### src/rtl/imutgr_pkg.sv
// ----------------------------------------------------------------------------
// imutgr_pkg
// Shared types, constants and the arctangent table for the tilt and gravity
// removal block.
// ----------------------------------------------------------------------------
package imutgr_pkg;

    // CORDIC depth, capped by the length of the arctangent table
    localparam int CordicStages = 16;
    localparam int TableLen     = 24;
    localparam int Stages       = (CordicStages > TableLen) ? TableLen : CordicStages;
    localparam int IterW        = $clog2(TableLen);

    typedef logic signed [32:0] t_mop;    // multiplier operand
    typedef logic signed [65:0] t_prod;   // multiplier product
    typedef logic signed [33:0] t_cw;     // CORDIC x/y word
    typedef logic signed [24:0] t_ang;    // angle, 2^-20 rad

    typedef struct packed {
        logic start;
        logic rotate;   // 1: rotation (sin/cos), 0: vectoring (atan2)
    } t_cor_cmd;

    localparam t_mop AccScale   = 33'sd160727;   // 9.81*4096/16384, Q16
    localparam t_mop GyroScale  = 33'sd600020;   // rad per LSB per us, Q52
    localparam t_mop GravUnits  = 33'sd40182;    // 9.81 m/s^2 in 1/4096
    localparam t_mop WeightOne  = 33'sd65536;

    localparam t_ang AngPi      = 25'sd3294199;
    localparam t_ang AngTwoPi   = 25'sd6588397;
    localparam t_ang AngHalfPi  = 25'sd1647099;
    localparam t_cw  InvGainQ30 = 34'sd652032874;

    function automatic t_ang atan_entry(input logic [IterW-1:0] idx);
        t_ang v;
        case (idx)
            5'd0:    v = 25'sd823550;
            5'd1:    v = 25'sd486170;
            5'd2:    v = 25'sd256879;
            5'd3:    v = 25'sd130396;
            5'd4:    v = 25'sd65451;
            5'd5:    v = 25'sd32757;
            5'd6:    v = 25'sd16383;
            5'd7:    v = 25'sd8192;
            5'd8:    v = 25'sd4096;
            5'd9:    v = 25'sd2048;
            5'd10:   v = 25'sd1024;
            5'd11:   v = 25'sd512;
            5'd12:   v = 25'sd256;
            5'd13:   v = 25'sd128;
            5'd14:   v = 25'sd64;
            5'd15:   v = 25'sd32;
            5'd16:   v = 25'sd16;
            5'd17:   v = 25'sd8;
            5'd18:   v = 25'sd4;
            5'd19:   v = 25'sd2;
            5'd20:   v = 25'sd1;
            default: v = 25'sd0;
        endcase
        return v;
    endfunction

endpackage

### src/rtl/imutgr_mul.sv
// ----------------------------------------------------------------------------
// imutgr_mul
// Shared signed multiplier with a registered product.
// ----------------------------------------------------------------------------
module imutgr_mul (
    input  logic              i_clk,
    input  imutgr_pkg::t_mop  i_a,
    input  imutgr_pkg::t_mop  i_b,
    output imutgr_pkg::t_prod o_p
);

    imutgr_pkg::t_prod r_p;

    always_ff @(posedge i_clk) begin
        r_p <= i_a * i_b;
    end

    assign o_p = r_p;

endmodule

### config.mk
export PLATFORM = sky130hd
export DESIGN_NAME = imutgr_mul
export DESIGN_NICKNAME = d
export VERILOG_FILES = /design/src/rtl/imutgr_pkg.sv /design/src/rtl/imutgr_mul.sv
export SDC_FILE = /design/constraint.sdc
export NUM_CORES = 2
export LEC_CHECK = 0
export BUFFER_PORTS_ARGS = -buffer_cell sky130_fd_sc_hd__clkbuf_2
export CORE_AREA = 2 2 278 280
export CTS_CLUSTER_SIZE = 25
export DETAILED_ROUTE_END_ITERATION = 6
export DIE_AREA = 0 0 280 282
export PLACE_DENSITY = 0.75
export SLEW_MARGIN = 20
export SYNTH_ARGS = -nofsm -noshare
export SYNTH_HDL_FRONTEND = slang
export SYNTH_SLANG_ARGS = --single-unit
export TNS_END_PERCENT = 50
### constraint.sdc
create_clock -name i_clk -period 14.95 [get_ports i_clk]
set_input_delay 1.495 -clock i_clk [delete_from_list [all_inputs] [get_ports i_clk]]
set_output_delay 1.495 -clock i_clk [all_outputs]
set_load 0.05 [all_outputs]
# Word level (Yosys, flattened, before mapping)
# Index checks and enable logic that the tools add are counted.
# op_classes
n_mul	1
# ops
operator	n
33-bit by 33-bit multiplier with 66-bit output	1
# word_totals
register_bits	66
input_bits	67
out_inout_bits	66
elab_cells	2

# Longest topological paths before layout
# logic_depth
ltp_word	1
ltp_mapped	27
depth_no_buf	26

# Worst setup path before layout
# Ideal clock, no wire load.
# synth_timing
path_type	input-to-reg
startpoint	input port i_a[32]
endpoint	register r_p[62] (netlist: o_p[62])
setup_time_ps	79
arrival_time_ps	8652
required_time_ps	14871
slack_ps	6219
path_stages	23
n_path_buf	2
path_cell_list	clkbuf_1 > nand2_1 > inv_1 > fa_1 > fa_1 > fa_1 > fa_1 > fa_1 > fa_1 > fa_1 > inv_1 > fa_1 > inv_1 > ha_1 > clkbuf_1 > and3_1 > nand3_1 > nand2b_1 > a2111oi_4 > a211oi_4 > a21o_2 > a21o_1 > a211oi_2
# synth_via
elab_chain_cells	1
# synth_lines
element	line	text
from (decl)	imutgr_mul.sv:7	input imutgr_pkg::t_mop i_a,
33-bit by 33-bit multiplier with 66-bit output	imutgr_mul.sv:15	r_p <= i_a * i_b;
to (signal assigned)	imutgr_mul.sv:15	
to (decl)	imutgr_mul.sv:12	imutgr_pkg::t_prod r_p;
# Every way passes these cells.

# Worst setup path in the final report
# layout_timing
startpoint	input port i_a[32]
endpoint	register r_p[64] (netlist: o_p[64])
# Same word-level chain as after synthesis.

==> metrics <==
CTS tree=yes; slowest CP cell=fa_1; Slew @ Worst Pin=1.01 ns; Initial Util=53.8%; DRC Markers=0; CTS H-tree lvls=3; DP HPWL=84,300 um; cts repair resizes=0; num ports=133; Mapped Nets=5,767; CP endpoint=o_p[64]; max reg flops=66; fill count=6,584; gate family responsible for the most delay along the worst path=adder cells; # hold bufs at CTS=0; Max-Cap Viols=0; share of layout cells above drive strength 1=4.63%; Netlist Area Pre-Place=40,700 sq um; Nets=5,702; CTS sink count=66; register area share after synthesis=3.24%; first-pass GRT wire length=169,000 um; clock period minus worst slack=9.63 ns; Crit path buffers/inverters=4; Bufs on Longest Clock Path=2; DR iter-0 viols=1,618; largest net degree at the start of global routing=34; Hold Fails Final Rpt=0; Async SR Flop Fraction=0%; Synth cell types=80; Worst path most repeated cell=fa_1; Crit path largest cell delay=0.95 ns; Total Die Area=79,000 sq um; Synth Instances=4,338; Core ar.=75,700 sq um; final WL=102,000 um; # rows=101; port buffer count=132; initial antenna violation count=4; Wirelength per Cell=19.5 um; critical path cell sequence=clkbuf_2, nand2_1, inv_1, fa_1, fa_1, fa_1, fa_1, fa_1, fa_1, fa_1, inv_1, fa_1, inv_1, ha_1, nand3_1, nor2_1, nand2_1, nor3_1, o311ai_4, nand3_2, a211oi_1, a311oi_1; critical path depth in cells=22; Final ANT Viol Nets=0; Via Count=28,500; crit share post-route=64.4%; leading register cell type out of synthesis=dfxtp_1; FF+latch count, synth=66; synthesized area per cell=9.39 sq um; Worst-path clk slew=0.07 ns; Critical Path RT=15.24 ns; CP startpoint=i_a[32]; post-CTS setup buffers=0; Num CTS Buffers=9; Crit path arrival time=9.92 ns; EDFF count, synth=0; outcome=complete, no violations; Pins Over Slew Limit=0; Area Growth Syn to Fin=3.54%; global route total overflow=0; gr usage total=27.6%; clock root buffer=clkbuf_16; Ys Warns=0; Hold Crit Class=primary input to flop; final setup fails=0; Worst setup SP type=primary input; RSZ-0062 raised after global routing=no; Setup crit end kind=flop; DIE HEIGHT=282 um; via-per-instance ratio=5.41; setup_tns=0 ns; vias in the first global route=31,600; crit path kind=primary input to flop; DIE WIDTH=280 um; GP Congestion=0.917; maximum clock frequency=104 MHz; peak fanout along the critical path=33; Rel. slew slack=32.5%; Pre-antenna DRT Iters=6
[cell usage after synthesis, drive strengths merged (3+ instances only)]
| library cell | count | area share (%) |
|---|---|---|
| a21oi | 61 | 0.80 |
| buf | 13 | 0.17 |
| and4 | 5 | 0.11 |
| and2 | 563 | 8.7 |
| nor4 | 3 | 0.083 |
| ha | 217 | 6.7 |
| nand2b | 12 | 0.18 |
| o21ai | 33 | 0.42 |
| nand2 | 551 | 5.1 |
| a21boi | 3 | 0.083 |
| nand4 | 12 | 0.20 |
| a221oi | 3 | 0.11 |
| or3 | 3 | 0.046 |
| a31oi | 9 | 0.15 |
| nor2b | 5 | 0.077 |
| or2 | 3 | 0.046 |
| o31ai | 7 | 0.25 |
| o211ai | 5 | 0.13 |
| nor3 | 7 | 0.086 |
| xor2 | 25 | 0.54 |
| a21o | 38 | 0.71 |
| nor2 | 68 | 0.63 |
| xnor2 | 43 | 0.92 |
| inv | 1131 | 10 |
| a211o | 6 | 0.13 |
| o21bai | 11 | 0.20 |
| o21a | 6 | 0.11 |
| fa | 1145 | 56 |
| clkbuf | 208 | 1.9 |
| nand3 | 26 | 0.33 |
| and3 | 6 | 0.10 |
| a211oi | 11 | 0.27 |
| dfxtp | 66 | 3.2 |
[layer usage]
layer	share of wire (%)	up-vias	global-route usage, %
met3	5.3	244	2.97
li1	-	12200	-
met2	52	1011	48.8
met1	38	15000	34.5
met4	4.8	0	12.2
met5	0	-	0
[cells in the final DEF, fill, tap and decap left out, drive strengths merged, types with 7 or more instances in the layout]
| cell type | instances |
|---|---|
| fa | 1145 |
| inv | 1133 |
| and2 | 563 |
| nand2 | 551 |
| ha | 217 |
| clkbuf | 141 |
| nor2 | 68 |
| dfxtp | 66 |
| a21oi | 61 |
| xnor2 | 43 |
| a21o | 38 |
| o21ai | 33 |
| nand3 | 26 |
| xor2 | 25 |
| buf | 13 |
| nand2b | 12 |
| nand4 | 12 |
| o21bai | 11 |
| a211oi | 11 |
| a31oi | 9 |
| nor3 | 7 |
| o31ai | 7 |
[cell families (layout without fill, tap and decap cells)]
family,after synthesis,after routing,share of synthesized area (%)
fa+ha+maj,1362,1362,62.9
other cells,0,3,0
buf+inv,1352,1292,12.5
simple gates,1271,1271,15.8
compound gates,219,219,4.07
xor+xnor,68,68,1.46
flops,66,66,3.24
[metrics by stage]
step / hold WS [ns] / area [sq um] / worst slack (ns) / instances / util (%)
floorplan: 1.62 / 40700 / 6.22 / 4338 / -
CTS: 1.75 / 42200 / 5.40 / 5256 / 55.7
global placement: 1.99 / 41900 / 5.14 / 5240 / 55.3
finish: 1.77 / 42200 / 5.32 / 5259 / 55.7
global route: 1.78 / 42200 / 5.00 / 5259 / 55.7
detailed placement: 1.99 / 41900 / 4.95 / 5240 / 55.3
[worst min path at each step]
stage,from,endpoint,slack [ns],cells after the start
after floorplan,i_a[0],o_p[0],1.62,1
after global placement,o_p[43],o_p[43],1.99,1
after detailed placement,o_p[41],o_p[41],1.99,1
after CTS,i_a[0],o_p[0],1.75,3
after global routing,i_a[0],o_p[0],1.78,3
final,i_a[0],o_p[0],1.77,3
[cell type report]
class | instances | area [sq um] | share of cell area (%)
multi-input combinational | 2920 | 34300 | 81.4
inverter | 1131 | 4250 | 10.1
sequential | 66 | 1320 | 3.13
tap | 978 | 1220 | 2.90
timing repair buffer | 145 | 758 | 1.80
clock buffer | 9 | 225 | 0.534
clock inverter | 7 | 77.6 | 0.184
antenna | 3 | 7.51 | 0.0178
Power is left out: the tool's default activity adds up to more than one toggle a clock period on the data nets, which glitch-free logic cannot reach.
