--- config.mk ---
export PLATFORM = sky130hd
export DESIGN_NAME = imutgr_isqrt
export DESIGN_NICKNAME = d
export VERILOG_FILES = /design/src/rtl/imutgr_isqrt.sv
export SDC_FILE = /design/constraint.sdc
export NUM_CORES = 1
export LEC_CHECK = 0
export ABC_AREA = 1
export BUFFER_PORTS_ARGS = -buffer_cell sky130_fd_sc_hd__buf_4
export CORE_MARGIN = 2
export CORE_UTILIZATION = 52
export DETAILED_ROUTE_END_ITERATION = 12
export PLACE_DENSITY = 0.7
export REMOVE_ABC_BUFFERS = 1
export SETUP_SLACK_MARGIN = 0.1
export SYNTH_ARGS = -nofsm -noshare
export SYNTH_HDL_FRONTEND = slang
export SYNTH_SLANG_ARGS = --single-unit
--- constraint.sdc ---
create_clock -name i_clk -period 10.07 [get_ports i_clk]
set_input_delay 0.5035 -clock i_clk [delete_from_list [all_inputs] [get_ports i_clk]]
set_output_delay 0.5035 -clock i_clk [all_outputs]
set_load 0.01 [all_outputs]
--- src/rtl/imutgr_isqrt.sv ---
// ----------------------------------------------------------------------------
// imutgr_isqrt
// Iterative integer square root, one result bit per cycle.
// ----------------------------------------------------------------------------
module imutgr_isqrt (
    input  logic        i_clk,
    input  logic        i_rst_n,
    input  logic        i_start,
    input  logic [47:0] i_val,
    output logic        o_busy,
    output logic [23:0] o_root
);

    logic        r_busy;
    logic [47:0] r_v;
    logic [47:0] r_res;
    logic [47:0] r_bit;
    logic [47:0] trial;
    logic        take;

    assign trial = r_res + r_bit;
    assign take  = (r_v >= trial);

    always_ff @(posedge i_clk) begin
        if (!i_rst_n) begin
            r_busy <= 1'b0;
        end else if (i_start) begin
            r_busy <= 1'b1;
        end else if (r_busy && r_bit[0]) begin
            r_busy <= 1'b0;
        end
    end

    always_ff @(posedge i_clk) begin
        if (i_start) begin
            r_v   <= i_val;
            r_res <= '0;
            r_bit <= 48'h4000_0000_0000;
        end else if (r_busy) begin
            if (take) begin
                r_v   <= r_v - trial;
                r_res <= (r_res >> 1) + r_bit;
            end else begin
                r_res <= r_res >> 1;
            end
            r_bit <= r_bit >> 2;
        end
    end

    assign o_busy = r_busy;
    assign o_root = r_res[23:0];

endmodule

Word level (Yosys, flattened, before mapping)
Index checks and enable logic that the tools add are counted.
Widths: inputs -> output; s select.
- $add $sub $neg: 3
- $lt $le $gt $ge: 1
- multiplexer cells: 6
- reduce and logical (&&, ||, !) cells: 5
- operators by type and width (kind ; count):
    $mux 48 ; 4
    $add 47x47->48 ; 1
    $add 48x47->48 ; 1
    $ge 48x48->1 ; 1
    $sub 48x48->48 ; 1
    $reduce_bool 2->1 ; 3
    $mux 1 ; 2
    $reduce_and 2->1 ; 1
    $logic_and 1x1->1 ; 1
- register bits: 121
- output and inout port bits: 25

Depth between registers and ports, before layout
Gate-level depths: netlist (run 1).
- depth after elaboration: 5
- mapped depth: 31

Worst setup path before layout (run 1)
No wires, ideal clock.
- kind: reg2reg
- start: register r_res[0]
- end: register r_v[0] (enable)
- arrival: 4.080 ns
- path slack: 5.584 ns
- stages on the path, launching flop included: 24
- buffers on the path: 1
- period minus slack after synthesis: 4.486 ns
- path through: dfxtp_1 > ha_1 > ha_1 > nand2_1 > a21oi_1 > nand2_1 > nand2_1 > nand2_1 > nand2_1 > nand2_1 > nand2_1 > nand2_1 > nand2_1 > a21oi_1 > xor2_1 > ha_1 > nand2_1 > nor2_1 > and3_2 > nand3_4 > nand2_4 > buf_8 > nand2_4 > nand2_1
- longest elaborated chain between the ends: 4
- RTL lines (item ; line ; RTL):
    start, declared ; 16 ; logic [47:0] r_res;
    start signal, assigned ; 42 ; r_res <= (r_res >> 1) + r_bit;
    start signal, assigned ; 44 ; r_res <= r_res >> 1;
    $add 48x47->48 ; 21 ; assign trial = r_res + r_bit;
    $ge 48x48->1 ; 22 ; assign take = (r_v >= trial);
    $reduce_bool 2->1 (no line) ; n/a ;
    $reduce_and 2->1 (no line) ; n/a ;
    end signal, assigned ; 36 ; r_v <= i_val;
    end signal, assigned ; 41 ; r_v <= r_v - trial;
    end, declared ; 15 ; logic [47:0] r_v;
Every way passes these cells.
A chain may end at the register's enable or synchronous reset.

Worst setup path in the final report (run 1)
- start: register r_res[10]
- end: register r_v[10] (enable)
Same word-level chain as after synthesis.

==> results.txt, run 1 <==
status: finished clean
antenna cells: 0
final setup vio count: 0
Power, Total: 0.00344 W
Synth Register Bits: 121
hold depth: 3
Slew Limit Fails: 0
Pre-antenna DRT Iters: 6
final core occ: 57.8%
largest family of logic cells by synthesized area: simple AND/OR/NAND/NOR gates
Layout Nets: 2544
CTS Sinks: 121
crit path launch type: register
vias per std cell: 5.73
synth warn: 0
area grow syn2layout: 8.37%
Starting Density: 53.3%
Die W: 168 um
post-cts sizing count: 0
R2R cell count: 19
Worst Path Required: 10.12 ns
share of layout cells above drive strength 1: 6.86%
Leak Pwr: 6.81 nW
Worst-Skew Late Latency: 0.44 ns
Synth cell types: 54
CTS root buffer: clkbuf_16
setup TNS: 0 ns
DR WL met2: 23.2 mm
first-pass GRT wire length: 77.7 mm
number of CTS-inserted buffers: 17
Synth Flop Type: dfxtp_1
routed via count: 15700
Overall Global Routing Usage: 35.2%
Compound-Gate Fraction of Synth Area: 14.7%
area of the mapped netlist: 14000 sq um
full die area: 28200 sq um
CTS tree: built
Worst Max-Slew Pin Slew: 0.788 ns
Die H: 168 um
Buffers on Ports: 75
Hold Vio Cnt, Final: 0
min cycle time layout: 5.94 ns
post-synthesis adder-cell area fraction: 8.92%
largest net degree at the start of global routing: 71
CTS Buffer Depth: 2
Avg Inst Size Synth: 5.89 sq um
Fmax achieved: 168 MHz
Placement Rows: 59
post-synthesis mux area share: 0%
DRT met1 WL: 21.0 mm
Gate Count Post-Synth: 2372
sequential share of the synthesized area: 20.8%
Synth Area in XOR/XNOR: 3.89%
RSZ-0062 raised after global routing: no
crit end category: register
I/O pin cnt: 76
peak supply drop: 0.131 mV
WS Path Type: reg2reg
Final ANT Viol Nets: 0
slew margin rel.: 47.5%
Crit Path Max Fanout: 70
routed len/inst: 18.2 um
H-tree depth: 4
WL met3: 2.95 mm
clk slew on worst S/H paths: 0.08 ns
Crit path arrival time: 5.99 ns
worst clock skew: 0.0306 ns
Post-CTS Repair Setup Buffers: 0
simple-gate area share of the yosys netlist: 40.0%
CTS hold repair buffers: 0
initial antenna violation count: 0
Initial DRC Count: 1535
worst min path class: in2reg
Post-Route WL: 49.8 mm
PD cells: 227 nW/um^2
fin crit share: 59.0%
asr flop ratio synth: 0%
placeable core region: 26200 sq um
DRC errors left: 0
DR top layer: met4
vias in the first global route: 15200
Max Cap Viol: 0
EDFF count, synth: 48
global route total overflow: 0
gp weighted congestion: 1.01
HPWL after detailed placement: 40.0 mm
WHS: 0.327 ns
## placed cells by master (no fill, tap or decap), types with 4 or more instances in the layout
master,instances
o211ai_1,6
nand3_1,192
nand4_1,31
nand2_2,5
a21o_1,5
a31oi_1,8
nand2_1,719
nor3_1,33
dfxtp_1,72
a21oi_1,169
xnor2_1,31
inv_1,303
nor2_2,4
inv_2,7
a21oi_2,6
ha_1,98
inv_6,4
nor2_1,280
clkbuf_16,18
o21bai_1,18
nand3b_1,26
buf_4,81
edfxtp_1,48
o21a_1,5
or2_2,18
xor2_1,31
nor4_1,5
o21ai_1,18
o21ai_0,124
## cell type report
type / instances / area (sq um)
Clock buffer: 21 / 482
Sequential cell: 121 / 2900
Inverter: 310 / 1160
Clock inverter: 11 / 134
Timing Repair Buffer: 81 / 608
Fill cell: 2703 / 11100
Multi-Input combinational cell: 1863 / 9430
Tap cell: 335 / 419
## kinds of logic after synthesis
kind of cell,after synthesis
AO/OA/AOI/OAI,376
XOR/XNOR,62
adder cells (fa/ha/maj),99
buffers and inverters,388
flip-flops,121
AND/OR/NAND/NOR,1326
## routing by layer
| metal | up-vias | global-route usage (%) |
|---|---|---|
| met5 | - | 0 |
| met3 | 148 | 3.10 |
| met4 | 0 | 18.5 |
| met2 | 664 | 59.8 |
| li1 | 7753 | - |
| met1 | 7154 | 44.4 |
## critical path, cell delays in order (launching register included)
cell and delay (ns):
dfxtp_1 0.63, ha_1 0.28, nand2_1 0.10, nor2_1 0.12
inv_1 0.05, o21bai_1 0.54, a21oi_1 0.29, o21ai_2 0.32
nand2_1 0.13, nand3b_1 0.10, nand2_1 0.10, ha_1 0.39
nand4_1 0.17, nor2_2 0.17, and3_2 0.24, nand3_4 0.26
nand2_4 0.65, nand2_4 0.18, nand2_2 0.11, buf_4 0.54
## worst paths after layout
| kind | start | endpoint | slack (ns) |
|---|---|---|---|
| min reg2reg | r_res[0] | r_res[0] | 0.49 |
| min | i_val[43] | r_v[43] | 0.33 |
| max reg2reg | r_res[10] | r_v[10] | 4.13 |
| max | r_res[10] | r_v[10] | 4.13 |
## per-stage QoR
stage | area (sq um) | setup slack [ns] | std cells
after floorplan | 13500 | 4.81 | 2294
after global placement | 14500 | 4.45 | 2710
after detailed placement | 14500 | 4.34 | 2710
after CTS | 15100 | 4.30 | 2742
after global routing | 15100 | 3.86 | 2742
final | 15100 | 4.13 | 2742
## synthesized netlist by cell type (all sizes together) (33+ instances only)
| library cell | n | area [sq um] |
|---|---|---|
| o21ai | 144 | 728 |
| nand2 | 726 | 2750 |
| nand3 | 195 | 998 |
| edfxtp | 48 | 1440 |
| nor2 | 286 | 1100 |
| nor3 | 33 | 165 |
| dfxtp | 73 | 1460 |
| a21oi | 175 | 898 |
| inv | 310 | 1160 |
| buf | 48 | 360 |
| ha | 98 | 1230 |
## registers in the layout (all words and copies together) (netlist names)
name / count
o_busy: 1
r_bit: 24
r_v: 48
r_res: 48
## power breakdown
| part | switching, W | total [W] | leakage, nW | internal, W |
|---|---|---|---|---|
| sequential | 0.000128 | 0.000787 | 1.08 | 0.000660 |
| combinational | 0.00132 | 0.00199 | 5.42 | 0.000676 |
| clock | 0.000262 | 0.000659 | 0.300 | 0.000397 |
| total | 0.00171 | 0.00344 | 6.81 | 0.00173 |
Note: power is estimated with default switching activity, not from simulation.
==> run 2, diff against run 1 <==
--- a/config.mk
+++ b/config.mk
@@ -10,7 +10,7 @@
 export CORE_MARGIN = 2
 export CORE_UTILIZATION = 52
 export DETAILED_ROUTE_END_ITERATION = 12
-export PLACE_DENSITY = 0.7
+export PLACE_DENSITY = 0.72
 export REMOVE_ABC_BUFFERS = 1
 export SETUP_SLACK_MARGIN = 0.1
 export SYNTH_ARGS = -nofsm -noshare
==> constraint.sdc (replaced) <==
create_clock -name i_clk -period 5.26 [get_ports i_clk]
set_input_delay 0.263 -clock i_clk [delete_from_list [all_inputs] [get_ports i_clk]]
set_output_delay 0.263 -clock i_clk [all_outputs]
set_load 0.01 [all_outputs]
==> run 2 against run 1 <==
  * Count of clock-buffer cells in the layout is the same
  * Combinational power grew 97%
  * Clock skew shrank 0.011 ns
  * Sequential share of layout area shrank 0.081 points
  * Largest power group unchanged
  * Hold slack lost 0.24 ns
  * Highest routed layer unchanged
==> results.txt, run 2 (synthesis results as in run 1) <==
dpl cells: 2725 (was 2710)
antenna cells: 0 (unchanged)
Reg-to-Reg Start: r_res[14] (was r_res[10])
most frequent cells in the layout: nand2_1, inv_1, nor2_1 (unchanged)
DP Area: 14700 sq um (was 14500 sq um)
area grow syn2layout: 8.82% (was 8.37%)
biggest regs: r_res (48), r_v (48), r_bit (24) (unchanged)
area of the multi-input gates: 9430 sq um (unchanged)
fin cells: 2756 (was 2742)
gp weighted congestion: 1.00 (was 1.01)
Pre-antenna DRT Iters: 6 (unchanged)
post-cts sizing count: 0 (unchanged)
Clock power frac: 17.6% (was 19.1%)
Fmax achieved: 219 MHz (was 168 MHz)
Hold Vio Cnt, Final: 0 (unchanged)
CTS hold repair buffers: 0 (unchanged)
Endpoint, Worst Hold: r_v[1] (was r_v[43])
placeable core region: 26200 sq um (unchanged)
Worst Max-Slew Pin Slew: 0.793 ns (was 0.788 ns)
Buffers on Ports: 75 (unchanged)
number of CTS-inserted buffers: 17 (unchanged)
Post-CTS Repair Setup Buffers: 0 (unchanged)
Die W: 168 um (unchanged)
worst min path class: in2reg (unchanged)
final setup vio count: 0 (unchanged)
Worst Path Required: 5.59 ns (was 10.12 ns)
fillcell total: 2709 (was 2703)
Sw Share: 50.2% (was 49.6%)
initial antenna violation count: 0 (unchanged)
FF+latch area: 2900 sq um (unchanged)
crit end category: register (unchanged)
Leak Pwr: 6.86 nW (was 6.81 nW)
Worst-Skew Late Latency: 0.44 ns (about the same)
Final ANT Viol Nets: 0 (unchanged)
hold depth: 3 (unchanged)
WS Path Type: reg2reg (unchanged)
routed len/inst: 18.3 um (was 18.2 um)
R2R cell count: 23 (was 19)
Reg power frac: 22.3% (was 22.9%)
Max Cap Viol: 0 (unchanged)
Crit Path Max Fanout: 69 (was 70)
crit path launch type: register (unchanged)
I/O pin cnt: 76 (unchanged)
slew margin rel.: 47.1% (was 47.5%)
worst clock skew: 0.0201 ns (was 0.0306 ns)
HP Start: i_val[1] (was i_val[43])
DRC errors left: 0 (unchanged)
fin crit share: 86.7% (was 59.0%)
Sw Pwr: 0.00328 W (was 0.00171 W)
R2R Path End: r_res[12] (was r_v[10])
global route total overflow: 0 (unchanged)
Layout Nets: 2559 (was 2544)
PD cells: 430 nW/um^2 (was 227 nW/um^2)
share of layout cells above drive strength 1: 7.39% (was 6.86%)
peak supply drop: 0.272 mV (was 0.131 mV)
CTS Sinks: 121 (unchanged)
Overall Global Routing Usage: 35.2% (about the same)
routed via count: 15700 (about the same)
Placement Rows: 59 (unchanged)
P_int: 0.00325 W (was 0.00173 W)
Comb pwr share: 60.1% (was 58.0%)
first-pass GRT wire length: 77.2 mm (was 77.7 mm)
leading cell type in the layout, fill and taps excluded: nand2_1 (unchanged)
Crit path arrival time: 4.89 ns (was 5.99 ns)
H-tree depth: 4 (unchanged)
clk slew on worst S/H paths: 0.07 ns (was 0.08 ns)
CTS Buffer Depth: 2 (unchanged)
CTS tree: built (unchanged)
full die area: 28200 sq um (unchanged)
Design Area, Final: 15200 sq um (was 15100 sq um)
Die H: 168 um (unchanged)
RSZ-0062 raised after global routing: no (unchanged)
status: finished clean (unchanged)
WHS: 0.0870 ns (was 0.327 ns)
Initial DRC Count: 1432 (was 1535)
Starting Density: 53.3% (unchanged)
vias in the first global route: 14800 (was 15200)
CTS root buffer: clkbuf_16 (unchanged)
vias per std cell: 5.68 (was 5.73)
Post-Route WL: 50.5 mm (was 49.8 mm)
R2R setup slack: 0.70 ns (was 4.13 ns)
Slew Limit Fails: 0 (unchanged)
min cycle time layout: 4.56 ns (was 5.94 ns)
largest net degree at the start of global routing: 70 (was 71)
HPWL after detailed placement: 39.8 mm (was 40.0 mm)
[run 2: final cells by class]
cell class,instances,share of cell area (%)
clock inverter,10,0.436
inverter,310,7.65
tap,335,2.76
sequential,121,19.1
timing repair buffer,96,4.91
multi-input combinational,1863,62.0
clock buffer,21,3.13
[run 2: power by group through the flow]
stage | Combinational (W) | Sequential (W) | Clock [W]
floorplan | 0.00269 | 0.00143 | 0
global placement | 0.00377 | 0.00146 | 0
detailed placement | 0.00381 | 0.00147 | 0
CTS | 0.00383 | 0.00145 | 0.00115
global route | 0.00433 | 0.00148 | 0.00118
finish | 0.00392 | 0.00146 | 0.00115
[run 2: critical path: stages (launching register included)]
cell and delay (ns):
dfxtp_1 0.59, ha_1 0.28, nand2_1 0.10, o21ai_0 0.44, a21oi_1 0.17, a21boi_1 0.19, o21ai_0 0.31, nand2_1 0.13
nand2_1 0.09, nand2_1 0.05, nand2_1 0.11, ha_1 0.30, a21oi_1 0.32, nand2_1 0.11, nand2_1 0.07, nand2_1 0.06
nand2_1 0.06, nand2_1 0.06, a21oi_2 0.18, nand2_4 0.09, buf_12 0.20, nand2_1 0.11, nand3_1 0.08, a21oi_1 0.27
[run 2: metal layers]
metal / up-vias / GRT usage (%) / wire length [um]
li1: 7772 / - / -
met1: 7145 / 44.1 / 21200
met2: 625 / 60.7 / 23500
met3: 120 / 3.88 / 3300
met4: 0 / 16.9 / 2460
met5: - / 0 / 0
[run 2: worst max-delay path by stage]
| stage | from | to | depth (start not counted) |
|---|---|---|---|
| global route | r_res[6] | r_res[25] | 25 |
| global placement | r_res[14] | r_v[36] | 19 |
| finish | r_res[14] | r_res[12] | 23 |
| CTS | r_res[14] | r_v[36] | 19 |
| floorplan | r_res[6] | r_v[0] | 19 |
| detailed placement | r_res[14] | r_v[36] | 19 |
[run 2: through the flow]
step | setup WS (ns) | setup TNS [ns] | power [W] | util [%]
2_1_floorplan | -0.00434 | -0.208 | 0.00412 | -
3_3_place_gp | 0.824 | 0 | 0.00523 | 55.9
3_5_place_dp | 0.805 | 0 | 0.00528 | 55.9
4_1_cts | 0.785 | 0 | 0.00643 | 58.0
5_1_grt | 0.379 | 0 | 0.00699 | 58.0
6_report | 0.700 | 0 | 0.00653 | 58.0
