File: src/rtl/imutgr_pkg.sv
// ----------------------------------------------------------------------------
// imutgr_pkg
// Shared types, constants and the arctangent table for the tilt and gravity
// removal block.
// ----------------------------------------------------------------------------
package imutgr_pkg;

    // CORDIC depth, capped by the length of the arctangent table
    localparam int CordicStages = 16;
    localparam int TableLen     = 24;
    localparam int Stages       = (CordicStages > TableLen) ? TableLen : CordicStages;
    localparam int IterW        = $clog2(TableLen);

    typedef logic signed [32:0] t_mop;    // multiplier operand
    typedef logic signed [65:0] t_prod;   // multiplier product
    typedef logic signed [33:0] t_cw;     // CORDIC x/y word
    typedef logic signed [24:0] t_ang;    // angle, 2^-20 rad

    typedef struct packed {
        logic start;
        logic rotate;   // 1: rotation (sin/cos), 0: vectoring (atan2)
    } t_cor_cmd;

    localparam t_mop AccScale   = 33'sd160727;   // 9.81*4096/16384, Q16
    localparam t_mop GyroScale  = 33'sd600020;   // rad per LSB per us, Q52
    localparam t_mop GravUnits  = 33'sd40182;    // 9.81 m/s^2 in 1/4096
    localparam t_mop WeightOne  = 33'sd65536;

    localparam t_ang AngPi      = 25'sd3294199;
    localparam t_ang AngTwoPi   = 25'sd6588397;
    localparam t_ang AngHalfPi  = 25'sd1647099;
    localparam t_cw  InvGainQ30 = 34'sd652032874;

    function automatic t_ang atan_entry(input logic [IterW-1:0] idx);
        t_ang v;
        case (idx)
            5'd0:    v = 25'sd823550;
            5'd1:    v = 25'sd486170;
            5'd2:    v = 25'sd256879;
            5'd3:    v = 25'sd130396;
            5'd4:    v = 25'sd65451;
            5'd5:    v = 25'sd32757;
            5'd6:    v = 25'sd16383;
            5'd7:    v = 25'sd8192;
            5'd8:    v = 25'sd4096;
            5'd9:    v = 25'sd2048;
            5'd10:   v = 25'sd1024;
            5'd11:   v = 25'sd512;
            5'd12:   v = 25'sd256;
            5'd13:   v = 25'sd128;
            5'd14:   v = 25'sd64;
            5'd15:   v = 25'sd32;
            5'd16:   v = 25'sd16;
            5'd17:   v = 25'sd8;
            5'd18:   v = 25'sd4;
            5'd19:   v = 25'sd2;
            5'd20:   v = 25'sd1;
            default: v = 25'sd0;
        endcase
        return v;
    endfunction

endpackage

File: src/rtl/imutgr_cordic.sv
// ----------------------------------------------------------------------------
// imutgr_cordic
// Shared CORDIC unit, one micro-rotation per cycle. Vectoring gives atan2,
// rotation gives scaled sine and cosine.
// ----------------------------------------------------------------------------
module imutgr_cordic (
    input  logic                  i_clk,
    input  logic                  i_rst_n,
    input  imutgr_pkg::t_cor_cmd  i_cmd,
    input  imutgr_pkg::t_cw       i_x,
    input  imutgr_pkg::t_cw       i_y,
    input  imutgr_pkg::t_ang      i_z,
    output logic                  o_busy,
    output imutgr_pkg::t_cw       o_x,
    output imutgr_pkg::t_cw       o_y,
    output imutgr_pkg::t_ang      o_z
);

    logic                         r_busy;
    logic [imutgr_pkg::IterW-1:0] r_i;
    logic                         r_rot;
    logic                         r_zero;
    imutgr_pkg::t_cw              r_x;
    imutgr_pkg::t_cw              r_y;
    imutgr_pkg::t_ang             r_z;

    imutgr_pkg::t_cw              xs;
    imutgr_pkg::t_cw              ys;
    logic                         sub;
    logic                         last;

    assign xs   = r_x >>> r_i;
    assign ys   = r_y >>> r_i;
    assign sub  = r_rot ? (r_z >= 0) : !(r_y > 0);
    assign last = (r_i == imutgr_pkg::IterW'(imutgr_pkg::Stages - 1));

    always_ff @(posedge i_clk) begin
        if (!i_rst_n) begin
            r_busy <= 1'b0;
            r_i    <= '0;
        end else if (i_cmd.start) begin
            r_busy <= 1'b1;
            r_i    <= '0;
        end else if (r_busy) begin
            if (last) begin
                r_busy <= 1'b0;
            end
            r_i <= r_i + 1'b1;
        end
    end

    always_ff @(posedge i_clk) begin
        if (i_cmd.start) begin
            r_rot <= i_cmd.rotate;
            if (i_cmd.rotate) begin
                r_x    <= i_x;
                r_y    <= i_y;
                r_z    <= i_z;
                r_zero <= 1'b0;
            end else begin
                // left half plane: turn by pi first
                r_zero <= (i_x == 0) && (i_y == 0);
                if (i_x < 0) begin
                    r_x <= -i_x;
                    r_y <= -i_y;
                    r_z <= (i_y >= 0) ? imutgr_pkg::AngPi : -imutgr_pkg::AngPi;
                end else begin
                    r_x <= i_x;
                    r_y <= i_y;
                    r_z <= '0;
                end
            end
        end else if (r_busy) begin
            if (sub) begin
                r_x <= r_x - ys;
                r_y <= r_y + xs;
                r_z <= r_z - imutgr_pkg::atan_entry(r_i);
            end else begin
                r_x <= r_x + ys;
                r_y <= r_y - xs;
                r_z <= r_z + imutgr_pkg::atan_entry(r_i);
            end
        end
    end

    assign o_busy = r_busy;
    assign o_x    = r_x;
    assign o_y    = r_y;
    assign o_z    = r_zero ? '0 : r_z;

endmodule

File: config.mk
export PLATFORM = sky130hd
export DESIGN_NAME = imutgr_cordic
export DESIGN_NICKNAME = d
export VERILOG_FILES = /design/src/rtl/imutgr_pkg.sv /design/src/rtl/imutgr_cordic.sv
export SDC_FILE = /design/constraint.sdc
export NUM_CORES = 1
export LEC_CHECK = 0
export BUFFER_PORTS_ARGS = -buffer_cell sky130_fd_sc_hd__buf_2
export CORE_MARGIN = 1
export CORE_UTILIZATION = 30
export DETAILED_ROUTE_END_ITERATION = 10
export HOLD_SLACK_MARGIN = 0.03
export PLACE_DENSITY = 0.53
export SLEW_MARGIN = 15
export SYNTH_ARGS = -nofsm -noshare
export SYNTH_HDL_FRONTEND = slang
export SYNTH_SLANG_ARGS = --single-unit
File: constraint.sdc
create_clock -name i_clk -period 6.4 [get_ports i_clk]
set_clock_uncertainty 0.2 [all_clocks]
set_input_delay 0.32 -clock i_clk [delete_from_list [all_inputs] [get_ports i_clk]]
set_output_delay 0.32 -clock i_clk [all_outputs]
set_load 0.01 [all_outputs]
# Word level (Yosys, flattened, before mapping)
# Memory sizes are Yosys's and may differ from the RTL's. A register that Yosys moved wholly into a read port is not among the register bits.
# Cells that the tools add are included.
[word_totals] regBits=101 latch_bits=0 ramBits=0 rom_bits=1280 output_inout_bits=94 word_cells=63 memories=2
[op_classes] addsub=9 n_mul=0 div_mod_pow=0 order_cmp=4 eq_ne=1 shifts=2 muxes=31 bitwise=1 reduce_logical=6
[memory_table] memory="(no name shown)" depth=32 word_bits=20 read_ports=1 rd_ports_with_merged_regs=1 wr=0 line_no="imutgr_pkg.sv:36" source="case (idx)"
[memory_table] memory="(no name shown)" depth=32 word_bits=20 read_ports=1 rd_ports_with_merged_regs=1 wr=0 line_no="imutgr_pkg.sv:36"
[ops] cell="34-bit two-way mux" n=10
[ops] cell="25-bit two-way mux" n=13
[ops] cell="34-bit adder" n=2
[ops] cell="34-bit zero test" n=2
[ops] cell="34-bit negation" n=2
[ops] cell="34-bit by 5-bit >>> shifter with 34-bit output" n=2
[ops] cell="34-bit subtractor" n=2
[ops] cell="34-bit by 1-bit greater-or-equal comparator with 1-bit output (second input constant)" n=1
[ops] cell="34-bit by 1-bit > comparator with 1-bit output (second input constant)" n=1
[ops] cell="34-bit by 1-bit < comparator with 1-bit output (second input constant)" n=1
[ops] cell="25-bit adder" n=1
[ops] cell="25-bit by 1-bit greater-or-equal comparator with 1-bit output (second input constant)" n=1
[ops] cell="25-bit subtractor" n=1
[ops] cell="5-bit two-way mux" n=4
[ops] cell="5-bit by 1-bit adder with 5-bit output (second input constant)" n=1
[ops] cell="5-bit by 4-bit equality test with 1-bit output (second input constant)" n=1
[ops] cell="1-bit two-way mux" n=4
[ops] cell="2-bit nonzero test" n=1
[ops] cell="2-bit OR reduction" n=1
[ops] cell="1-bit logical AND" n=1
[ops] cell="1-bit zero test" n=1
[ops] cell="1-bit inverter" n=1

# Depth between registers and ports, before layout
# Gate-level depths: netlist (run 1).
[depth] ltp_word=10 mapped_depth=28 mapped_depth_nobuf=21

# Least setup slack after synthesis (run 1)
# Ideal clock, no wire load.
[synth_timing] kind="register -> register" start="reg r_i[0] (netlist bit)" end="reg r_x[32], in the netlist o_x[32] (data pin)" setup_time_ns=0.266 t_arrival_ns=5.616 required_time_ns=5.934 path_slack_ns=0.317 stages_incl_launch_ff=22 path_buffers=1 cell_sequence="dfxtp_1 -> buf_2 -> mux4_2 -> mux2_2 -> a221o_1 -> or4b_4 -> or3_4 -> nor3_1 -> o211ai_1 -> nand2_1 -> xnor2_1 -> ha_1 -> a21oi_1 -> o21ai_0 -> a21o_1 -> a2111oi_0 -> o21ai_0 -> o21a_1 -> a211o_1 -> o31ai_1 -> xor2_1 -> o21ai_0"
[synth_via] elab_chain_len=5
[synth_lines] element="start, declared" line_no="imutgr_cordic.sv:20" source="logic [imutgr_pkg::IterW-1:0] r_i;"
[synth_lines] element="start signal, assigned" line_no="imutgr_cordic.sv:48" source="r_i <= r_i + 1'b1;"
[synth_lines] element="34-bit by 5-bit >>> shifter with 34-bit output (*)" line_no="imutgr_cordic.sv:33" source="assign ys = r_y >>> r_i;"
[synth_lines] element="34-bit adder / 34-bit subtractor (equally long branches)" line_no="imutgr_cordic.sv:79, imutgr_cordic.sv:75"
[synth_lines] element="34-bit two-way mux (*)" line_no="imutgr_cordic.sv:74" source="if (sub) begin"
[synth_lines] element="34-bit two-way mux (*)" line_no="imutgr_cordic.sv:73" source="end else if (r_busy) begin"
[synth_lines] element="34-bit two-way mux (*)" line_no="imutgr_cordic.sv:53" source="if (i_cmd.start) begin"
[synth_lines] element="end signal, assigned" line_no="imutgr_cordic.sv:56" source="r_x <= i_x;"
[synth_lines] element="end signal, assigned" line_no="imutgr_cordic.sv:75" source="r_x <= r_x - ys;"
[synth_lines] element="end signal, assigned" line_no="imutgr_cordic.sv:79" source="r_x <= r_x + ys;"
[synth_lines] element="end, declared" line_no="imutgr_cordic.sv:23" source="imutgr_pkg::t_cw r_x;"
# Mark *: on every way between the ends. The rest lies on a longest branch, timed or not. The select of a mux whose other input is x is not followed.
# A chain may end at the register's enable or synchronous reset.

# Worst setup path after layout (run 1)
[layout_timing] start="reg r_i[0] (netlist bit)" end="reg r_x[25], in the netlist o_x[25] (data pin)"
# The elaborated chain is that of the path after synthesis.

==> results of run 1 <==
-- through the flow --
step	power, W	utilization, %	hold slack (ps)
after floorplan	0.00876	-	219
after global placement	0.0131	37.1	366
after detailed placement	0.0132	37.1	371
after CTS	0.0143	38.5	31.8
after global routing	0.0157	38.9	53.4
final	0.0145	38.9	68.6
-- worst min-delay path by stage --
stage	slack (ps)	cells past startpoint	endpoint
finish	70	3	o_x[4]$_DFFE_PP_
detailed placement	370	2	o_busy$_SDFF_PN0_
CTS	30	3	o_x[20]$_DFFE_PP_
global route	50	3	o_x[4]$_DFFE_PP_
global placement	370	2	o_busy$_SDFF_PN0_
floorplan	220	0	r_rot$_DFFE_PP_
-- cells in the mapped netlist, types with 11 or more instances --
cell type    n  area (sq um)
nand2_1    204           766
a21oi_1    203          1020
nor2_1     192           721
o21ai_0    156           781
xnor2_1    118          1030
ha_1       108          1350
xor2_1      97           850
edfxtp_1    95          2850
clkbuf_1    81           304
mux4_2      66          1490
inv_1       59           221
nor3_1      54           270
mux2i_1     50           500
nor2b_1     47           294
a21o_1      40           300
nand2b_1    32           200
o31ai_1     31           233
nand3_1     28           140
mux2_2      27           304
dfxtp_1     26           521
a31oi_1     24           150
buf_1       24          90.1
a22oi_1     21           158
o211ai_1    20           150
o21a_1      19           143
o22ai_1     19           119
a211oi_1    18           135
and3_1      18           113
nor4_1      18           113
nand4_1     17           106
and2_1      16           100
or3_1       16           100
a21boi_0    15           113
or2_2       15          93.8
nor3b_1     13          97.6
o221ai_1    11          96.3
-- final cells by class --
cell class | count | area share (%)
multi-input cells | 1852 | 60.2
repair buffers | 537 | 16.7
flip-flops and latches | 121 | 15.1
well taps | 765 | 4.27
clock buffers | 27 | 2.43
inverters | 62 | 1.04
clock inverters | 5 | 0.245
-- layer usage --
layer / up-vias / routed length [microns] / part of all wire (%)
li1: 8944 / - / -
met4: 0 / 2440 / 3.3
met5: - / 0 / 0
met2: 724 / 36300 / 49
met3: 121 / 4410 / 5.9
met1: 9331 / 31600 / 42
-- what timing repair did --
action,CTS,global route
hold buffers,22,0
resized for setup,0,31
hold endpoints to repair,22,0
setup endpoints to repair,0,22
buffers inserted,0,10
-- worst max-delay path, stage by stage (launching register included) --
cell	delay, ps
dfxtp_4	370
buf_12	120
buf_8	150
mux4_2	520
mux2_2	300
a221o_1	370
or4b_4	580
or3_4	410
or2_2	300
nand2_1	80
xnor2_1	120
ha_1	270
a21o_1	190
or4_1	470
o211a_1	250
o41a_1	440
a221o_1	380
a21oi_2	150
xnor2_1	70
nor2_1	110
a21oi_1	50
-- power groups by stage --
stage	Combinational (W)	Sequential [W]	Clock (W)
2_1_floorplan	0.00694	0.00182	0
3_3_place_gp	0.0113	0.00182	0
3_5_place_dp	0.0114	0.00182	0
4_1_cts	0.0115	0.00181	0.00103
5_1_grt	0.0128	0.00185	0.00106
6_report	0.0117	0.00180	0.00101
-- kinds of logic (layout without fill, tap and decap cells) --
family          after synthesis  in the layout  synth area share, %
compound gates              675            675                 24.5
xor+xnor                    215            215                 10.7
fa+ha+maj                   111            111                 8.06
buf+inv                     186            631                 4.41
flops                       121            121                 19.3
mux                         145            145                 13.3
simple gates                706            706                 19.7
==> impl_results.md, run 1 <==
- Status: finished, final reports clean
- Maximum clock path buffer count: 2
- Net count of the finished layout: 2799
- Cells after DPL: 3305
- Switching share of power: 48.9%
- Post-layout min period: 6190 ps
- Die area: 0.0594 sq mm
- Sequential power share: 12.4%
- Multi-input logic area: 0.0135 sq mm
- Final Max Slew Viols: 0
- Grt met1 use: 31.4%
- Worst Tran Pin Value: 1030 ps
- Yosys reg bits: 121
- H-tree depth: 4
- Final Hold Viols: 0
- Final worst path period share: 96.7%
- Total number of vias: 19100
- # fillers: 5985
- Area of the mapped netlist: 0.0175 sq mm
- Register area share after synthesis: 19.3%
- Mapped Avg Cell Area: 8.11 sq um
- Share of cells above drive strength 1: 26.9%
- Cell variety after synth: 85
- # DRC: 0
- Met3 usage: 4.27%
- N_diodes: 0
- Reg2reg path depth: 20
- Vias in the first global route: 18300
- PnR worst setup slack: 212 ps
- Area growth syn-to-layout: 28.1%
- CTS Sinks: 121
- RSZ-0062 raised after global routing: yes
- Post-synth ARST share: 0%
- Post-DRT Antenna Nets: 0
- Reg area: 0.00338 sq mm
- Reg clk slew, reported paths: 60 ps
- # IOs: 191
- CTS tree: yes
- Routed len/inst: 22.2 microns
- Met2 Track Usage GR: 42.3%
- DRT iter0 DRCs: 1578
- Inserted Clock Buffers: 17
- Power Dens Cells: 648 mW/mm^2
- Setup TNS: 0 ps
- WP data required: 6400 ps
- Root Driver: clkbuf_16
- Worst Hold Class: primary input to flip-flop
- Sw Pwr: 0.00711 W
- Reg2reg start: r_i[0]$_SDFFE_PP0P_
- Place WS: 53.1 ps
- Critical path class: flip-flop to flip-flop
- Hold_sp: i_x[4]
- Clock network fraction of total power: 6.9%
- Logic pwr share: 80.7%
- Die Y: 244 microns
- Worst setup path start: r_i[0]$_SDFFE_PP0P_
- Total of max-cap violations: 0
- Crit path capture type: flip-flop
- Dpl cell area: 0.0214 sq mm
- Final instance area: 0.0224 sq mm
- Worst vdd ir: 0.250 mV
- Vias per std cell: 5.68
- Most frequent cells in the layout: buf_4 (314), nand2_1 (204), a21oi_1 (202)
- Final setup fails: 0
- Initial antenna violation count: 0
- Site Rows: 88
- Layout Cells excl Fill: 3369
- GRT Util Overall: 24.8%
- Worst relative slew slack: 31.1%
- Post-DP HPWL: 60.3 mm
- Core area: 0.0577 sq mm
- Setup crit end: o_x[25]$_DFFE_PP_
- Largest net degree at the start of global routing: 108
- Die width: 244 microns
- GRT overflow: 0
- Crit path DAT: 6190 ps
- GRT busiest layer: met2
- Most common cell after layout, fill and taps aside: buf_4
- Prevailing post-synth register cell: edfxtp_1
- Worst-path fanout max: 12
- Worst skew pair latency: 490 ps
- Post-synthesis net count: 2367
- Starting density of the core: 30.4%
- Routed wire length: 74.8 mm
- R2r setup slk: 210 ps
- First-pass GRT wire length: 112 mm
- Port Buffers: 190
- Post-synth EDFFs: 95
- TritonRoute pass-1 iters: 8
- Synth Warn #: 0
- Leakage: 9.47 nW
- Max Freq: 162 MHz
- Cell count after synthesis: 2159
- Gpl congestion: 1.01
- Crit start category: flip-flop
- RR Endpoint: o_x[25]$_DFFE_PP_
- P_int: 0.00743 W
No activity file was read; power rests on OpenSTA's default activity.
==> run 2: changes to the inputs <==
--- a/config.mk
+++ b/config.mk
@@ -6,11 +6,12 @@
 export NUM_CORES = 1
 export LEC_CHECK = 0
 export BUFFER_PORTS_ARGS = -buffer_cell sky130_fd_sc_hd__buf_2
+export CAP_MARGIN = 10
 export CORE_MARGIN = 1
 export CORE_UTILIZATION = 30
 export DETAILED_ROUTE_END_ITERATION = 10
 export HOLD_SLACK_MARGIN = 0.03
-export PLACE_DENSITY = 0.53
+export PLACE_DENSITY_LB_ADDON = 0.08
 export SLEW_MARGIN = 15
 export SYNTH_ARGS = -nofsm -noshare
 export SYNTH_HDL_FRONTEND = slang
==> constraint.sdc (replaced) <==
create_clock -name i_clk -period 6.4 [get_ports i_clk]
set_clock_uncertainty 0.2 [all_clocks]
set_input_delay 0.32 -clock i_clk [delete_from_list [all_inputs] [get_ports i_clk]]
set_output_delay 0.32 -clock i_clk [all_outputs]
set_load 0.1 [all_outputs]
==> impl_results.md, run 2 (synthesis gave the netlist of run 1 again) <==
- Status: finished, final reports clean
- # IOs: 191
- Die width: 244 microns
- Total number of vias: 19100
- GRT busiest layer: met2
- Root Driver: clkbuf_16
- Max Freq: 157 MHz
- RSZ-0062 raised after global routing: yes
- Worst-path fanout max: 6
- Final setup fails: 0
- Hold_sp: i_y[1]
- R2r setup slk: 40 ps
- GRT Util Overall: 26.9%
- CTS tree: yes
- Top cell by count, worst path: buf_4
- Initial antenna violation count: 0
- Gpl congestion: 0.960
- Largest net degree at the start of global routing: 95
- Worst-path cell chain: buf_4 > buf_4 > mux4_2 > buf_4 > mux2i_1 > a21oi_1 > nand2_1 > ha_1 > nand2_1 > buf_4 > nor2_1 > nor2_1 > xnor2_1 > ha_1 > and3_1 > o21a_1 > or4_4 > o211a_1 > o41a_1 > o211a_1 > o21ai_2 > nand2b_1 > xnor2_1 > mux2i_1
- Final Util: 39.3%
- # fillers: 6061
- H-tree depth: 4
- Dpl cell area: 0.0212 sq mm
- Crit path DAT: 6390 ps
- Buf/Inv on CP: 4
- TritonRoute pass-1 iters: 6
- Total of max-cap violations: 0
- Post-DP HPWL: 63.8 mm
- N_diodes: 0
- Grt met1 use: 38.2%
- GRT overflow: 0
- Crit path capture type: flip-flop
- Core area: 0.0577 sq mm
- Cell family with most CP delay: compound AO/OA/AOI/OAI gates
- Worst skew pair latency: 490 ps
- Site Rows: 88
- Worst path slowest cell: mux4_2
- Routed len/inst: 24.3 microns
- Post-layout min period: 6360 ps
- Met2 Track Usage GR: 41.3%
- Share of cells above drive strength 1: 27.1%
- Worst Hold End: o_y[1]$_DFFE_PP_
- Port Buffers: 190
- Inserted Clock Buffers: 17
- Reg clk slew, reported paths: 70 ps
- CP max stage delay: 570 ps
- Die area: 0.0594 sq mm
- Area growth syn-to-layout: 29.4%
- Die Y: 244 microns
- Reg2reg start: r_i[0]$_SDFFE_PP0P_
- Maximum clock path buffer count: 2
- Vias in the first global route: 18500
- Hold Crit Depth: 3
- Final Max Slew Viols: 0
- Routed wire length: 81.5 mm
- First-pass GRT wire length: 120 mm
- Final instance area: 0.0227 sq mm
- CTS Sinks: 121
- DRT iter0 DRCs: 1466
- Final Hold Viols: 0
- Worst relative slew slack: 26.2%
- Vias per std cell: 5.68
- Net count of the finished layout: 2789
- Most common cell after layout, fill and taps aside: buf_4
- Crit start category: flip-flop
- RR Endpoint: o_x[31]$_DFFE_PP_
- Met3 usage: 3.13%
- Worst Hold Class: primary input to flip-flop
- Post-DRT Antenna Nets: 0
- Reg2reg path depth: 24
- Critical path class: flip-flop to flip-flop
- WP data required: 6430 ps
- Final worst path period share: 99.4%
- Starting density of the core: 30.4%
- Most frequent cells in the layout: buf_4 (285), nand2_1 (203), a21oi_1 (198)
- Worst Tran Pin Value: 1100 ps
- # DRC: 0
run 2: changes by cell type in the layout (fill, tap and decap cells not counted), sizes merged:
cell	before	now
clkinv	4	10
bufinv	1	4
buf	515	489
dlygate4sd3	22	35
inv	61	62
clkbuf	27	20
run 2: worst register-to-register path: cells and delay by family, from the launching register on:
family	cells	cell delay [ps]
mux	3	960
fa+ha+maj	2	600
compound gates	6	1550
simple gates	7	1310
flops	1	400
buf+inv	4	640
xor+xnor	2	420
run 2: routing by layer:
layer | wire length, microns | share of wire (%) | vias up
li1 | - | - | 8944
met1 | 38800 | 48 | 9396
met2 | 36000 | 44 | 619
met3 | 4180 | 5.1 | 123
met4 | 2520 | 3.1 | 0
met5 | 0 | 0 | -
run 2: what timing repair did:
item,CTS,global route
cloned,0,3
hold buffers,35,0
setup endpoints to repair,10,24
pin swaps,7,29
setup buffers,8,12
hold endpoints to repair,36,0
gates resized for setup,12,61
run 2: through the flow:
stage	setup TNS, ps	std cells	hold slack, ps	setup WS (ps)
floorplan	0	2159	219	59.3
global placement	-483	3269	363	-140
detailed placement	-645	3269	357	-159
CTS	-3.75	3344	30.0	-3.75
global route	-285	3359	78.6	-94.6
finish	0	3359	77.7	38.4
run 2: cell type report:
cell class	instances	area [sq um]	area share, %
clock inverter	15	196	0.867
timing repair buffer	527	3790	16.7
multi-input combinational	1852	13700	60.3
sequential	121	3380	14.9
clock buffer	17	425	1.88
tap	765	957	4.22
inverter	62	233	1.03
run 2: how the worst max path moves through the flow:
stage | start | depth (start not counted) | slack [ps] | endpoint
detailed placement | r_i[0]$_SDFFE_PP0P_ | 21 | -160 | o_x[23]$_DFFE_PP_
finish | r_i[0]$_SDFFE_PP0P_ | 24 | 40 | o_x[31]$_DFFE_PP_
global placement | r_i[0]$_SDFFE_PP0P_ | 25 | -140 | o_y[32]$_DFFE_PP_
CTS | r_i[0]$_SDFFE_PP0P_ | 23 | -4 | o_x[32]$_DFFE_PP_
floorplan | o_y[32]$_DFFE_PP_ | 21 | 60 | o_x[32]$_DFFE_PP_
global route | r_i[0]$_SDFFE_PP0P_ | 20 | -90 | o_x[31]$_DFFE_PP_
Power of run 2 is not shown: default switching activity piles up to over one toggle a cycle in this logic, so the estimate is an artifact.
==> run 3: changes to the inputs <==
--- a/config.mk
+++ b/config.mk
@@ -8,7 +8,7 @@
 export BUFFER_PORTS_ARGS = -buffer_cell sky130_fd_sc_hd__buf_2
 export CAP_MARGIN = 10
 export CORE_MARGIN = 1
-export CORE_UTILIZATION = 30
+export CORE_UTILIZATION = 55
 export DETAILED_ROUTE_END_ITERATION = 10
 export HOLD_SLACK_MARGIN = 0.03
 export PLACE_DENSITY_LB_ADDON = 0.08
==> constraint.sdc (replaced) <==
create_clock -name i_clk -period 6.4 [get_ports i_clk]
set_clock_uncertainty 0.2 [all_clocks]
set_input_delay 0.32 -clock i_clk [delete_from_list [all_inputs] [get_ports i_clk]]
set_output_delay 0.32 -clock i_clk [all_outputs]
set_load 0.01 [all_outputs]
==> impl_results.md, run 3 (synthesis gave the netlist of run 1 again) <==
- # IOs: 191
- Inserted Clock Buffers: 17
- Post-DRT Antenna Nets: 0
- RSZ-0062 raised after global routing: yes
- Grt met1 use: 57.3%
- Total number of vias: 19500
- Die area: 0.0326 sq mm
- Largest net degree at the start of global routing: 100
- Gpl congestion: 1.03
- First-pass GRT wire length: 104 mm
- Final Util: 69.3%
- CTS Sinks: 121
- Worst vdd ir: 0.461 mV
- Hold_ws: 46.2 ps
- Site Rows: 64
- Starting density of the core: 56.5%
- Worst Tran Pin Value: 1140 ps
- Die width: 180 microns
- Final Max Slew Viols: 0
- Core area: 0.0310 sq mm
- Root Driver: clkbuf_16
- Post-DP HPWL: 52.0 mm
- Most frequent cells in the layout: buf_4 (250), nand2_1 (201), a21oi_1 (200)
- Met3 usage: 6.63%
- Crit start category: flip-flop
- Most common cell after layout, fill and taps aside: buf_4
- Worst Hold Class: primary input to flip-flop
- Die Y: 180 microns
- Worst setup path start: r_i[1]$_SDFFE_PP0P_
- TritonRoute pass-1 iters: 6
- GRT Util Overall: 41.1%
- Crit path DAT: 6300 ps
- Leakage: 9.16 nW
- H-tree depth: 4
- # DRC: 0
- Total of max-cap violations: 0
- Final setup fails: 0
- Routed wire length: 68.7 mm
- Worst skew pair latency: 460 ps
- Worst relative slew slack: 23.7%
- Vias in the first global route: 18100
- Hold_sp: i_z[17]
- CTS tree: yes
- Final worst path period share: 99.0%
- Power Dens Cells: 666 mW/mm^2
- Port Buffers: 190
- Critical path class: flip-flop to flip-flop
- Worst-path fanout max: 15
- Reg2reg start: r_i[1]$_SDFFE_PP0P_
- Met2 Track Usage GR: 63.6%
- Post-layout min period: 6330 ps
- Share of cells above drive strength 1: 26.1%
- Max Freq: 158 MHz
- Initial antenna violation count: 4
- R2r setup slk: 70 ps
- # fillers: 2596
- Area growth syn-to-layout: 22.5%
- DRT iter0 DRCs: 2327
- Crit path capture type: flip-flop
- Status: finished, final reports clean
- Routed len/inst: 23.5 microns
- Net count of the finished layout: 2723
- WP data required: 6370 ps
- Reg clk slew, reported paths: 60 ps
- Maximum clock path buffer count: 2
- GRT overflow: 0
- Vias per std cell: 6.66
- Final Hold Viols: 0
- GRT busiest layer: met2
## run 3: final cells by class
| cell class | instances | area, sq um | area share, % |
|---|---|---|---|
| Multi-Input combinational cell | 1852 | 13600 | 63.2 |
| Inverter | 62 | 233 | 1.08 |
| Antenna cell | 4 | 10.0 | 0.0466 |
| Sequential cell | 121 | 3380 | 15.8 |
| Clock buffer | 22 | 507 | 2.36 |
| Timing Repair Buffer | 461 | 3190 | 14.8 |
| Tap cell | 396 | 495 | 2.31 |
| Clock inverter | 10 | 76.3 | 0.356 |
## run 3: final timing paths
check	endpoint	cells after the start
max	o_x[25]$_DFFE_PP_	19
min	r_z[17]$_DFFE_PP_	3
max reg2reg	o_x[25]$_DFFE_PP_	19
min reg2reg	r_i[4]$_SDFFE_PP0P_	2
## run 3: routing by layer
layer  up-vias  routed length (microns)
li1       8818                        -
met1      9249                    28700
met2      1242                    30200
met3       204                     7170
met4         0                     2670
met5         -                        0
## run 3: power breakdown
group          total (W)  switching [W]  internal [W]
Combinational     0.0114        0.00621       0.00523
Sequential       0.00187       0.000485       0.00139
Clock           0.000993       0.000425      0.000568
## run 3: per-stage QoR
step	TNS [ps]	std cells	worst slack (ps)	instance area, sq um	total power, W
floorplan	0	2159	317	17500	0.00876
global placement	0	2864	41.7	20400	0.0124
detailed placement	-115	2864	-109	20400	0.0126
CTS	0	2899	2.18	21000	0.0137
global route	-1060	2928	-157	21500	0.0153
finish	0	2928	66.2	21500	0.0143
## run 3: critical path: stages, from the launching register on
cell and delay (ps):
dfxtp_4 530, mux2_2 410, a221oi_1 410, o211ai_1 320, a2bb2oi_1 250, or4b_4 490, or3_4 450, or2_2 320
nand2_2 90, xnor2_2 120, ha_1 270, a21o_1 210, or4_1 410, o211a_1 280, o41a_1 540, a221o_1 380
a21oi_2 130, xnor2_1 70, nor2_1 110, a21oi_1 50
## run 3: timing repair
item                                    in CTS  in global routing
endpoints found under the hold margin        3                  0
cloned                                       0                  2
pin swaps                                    2                 25
endpoints found under the setup margin       3                 25
hold buffers                                 3                  0
gates resized for setup                      4                 53
setup buffers                                0                 23
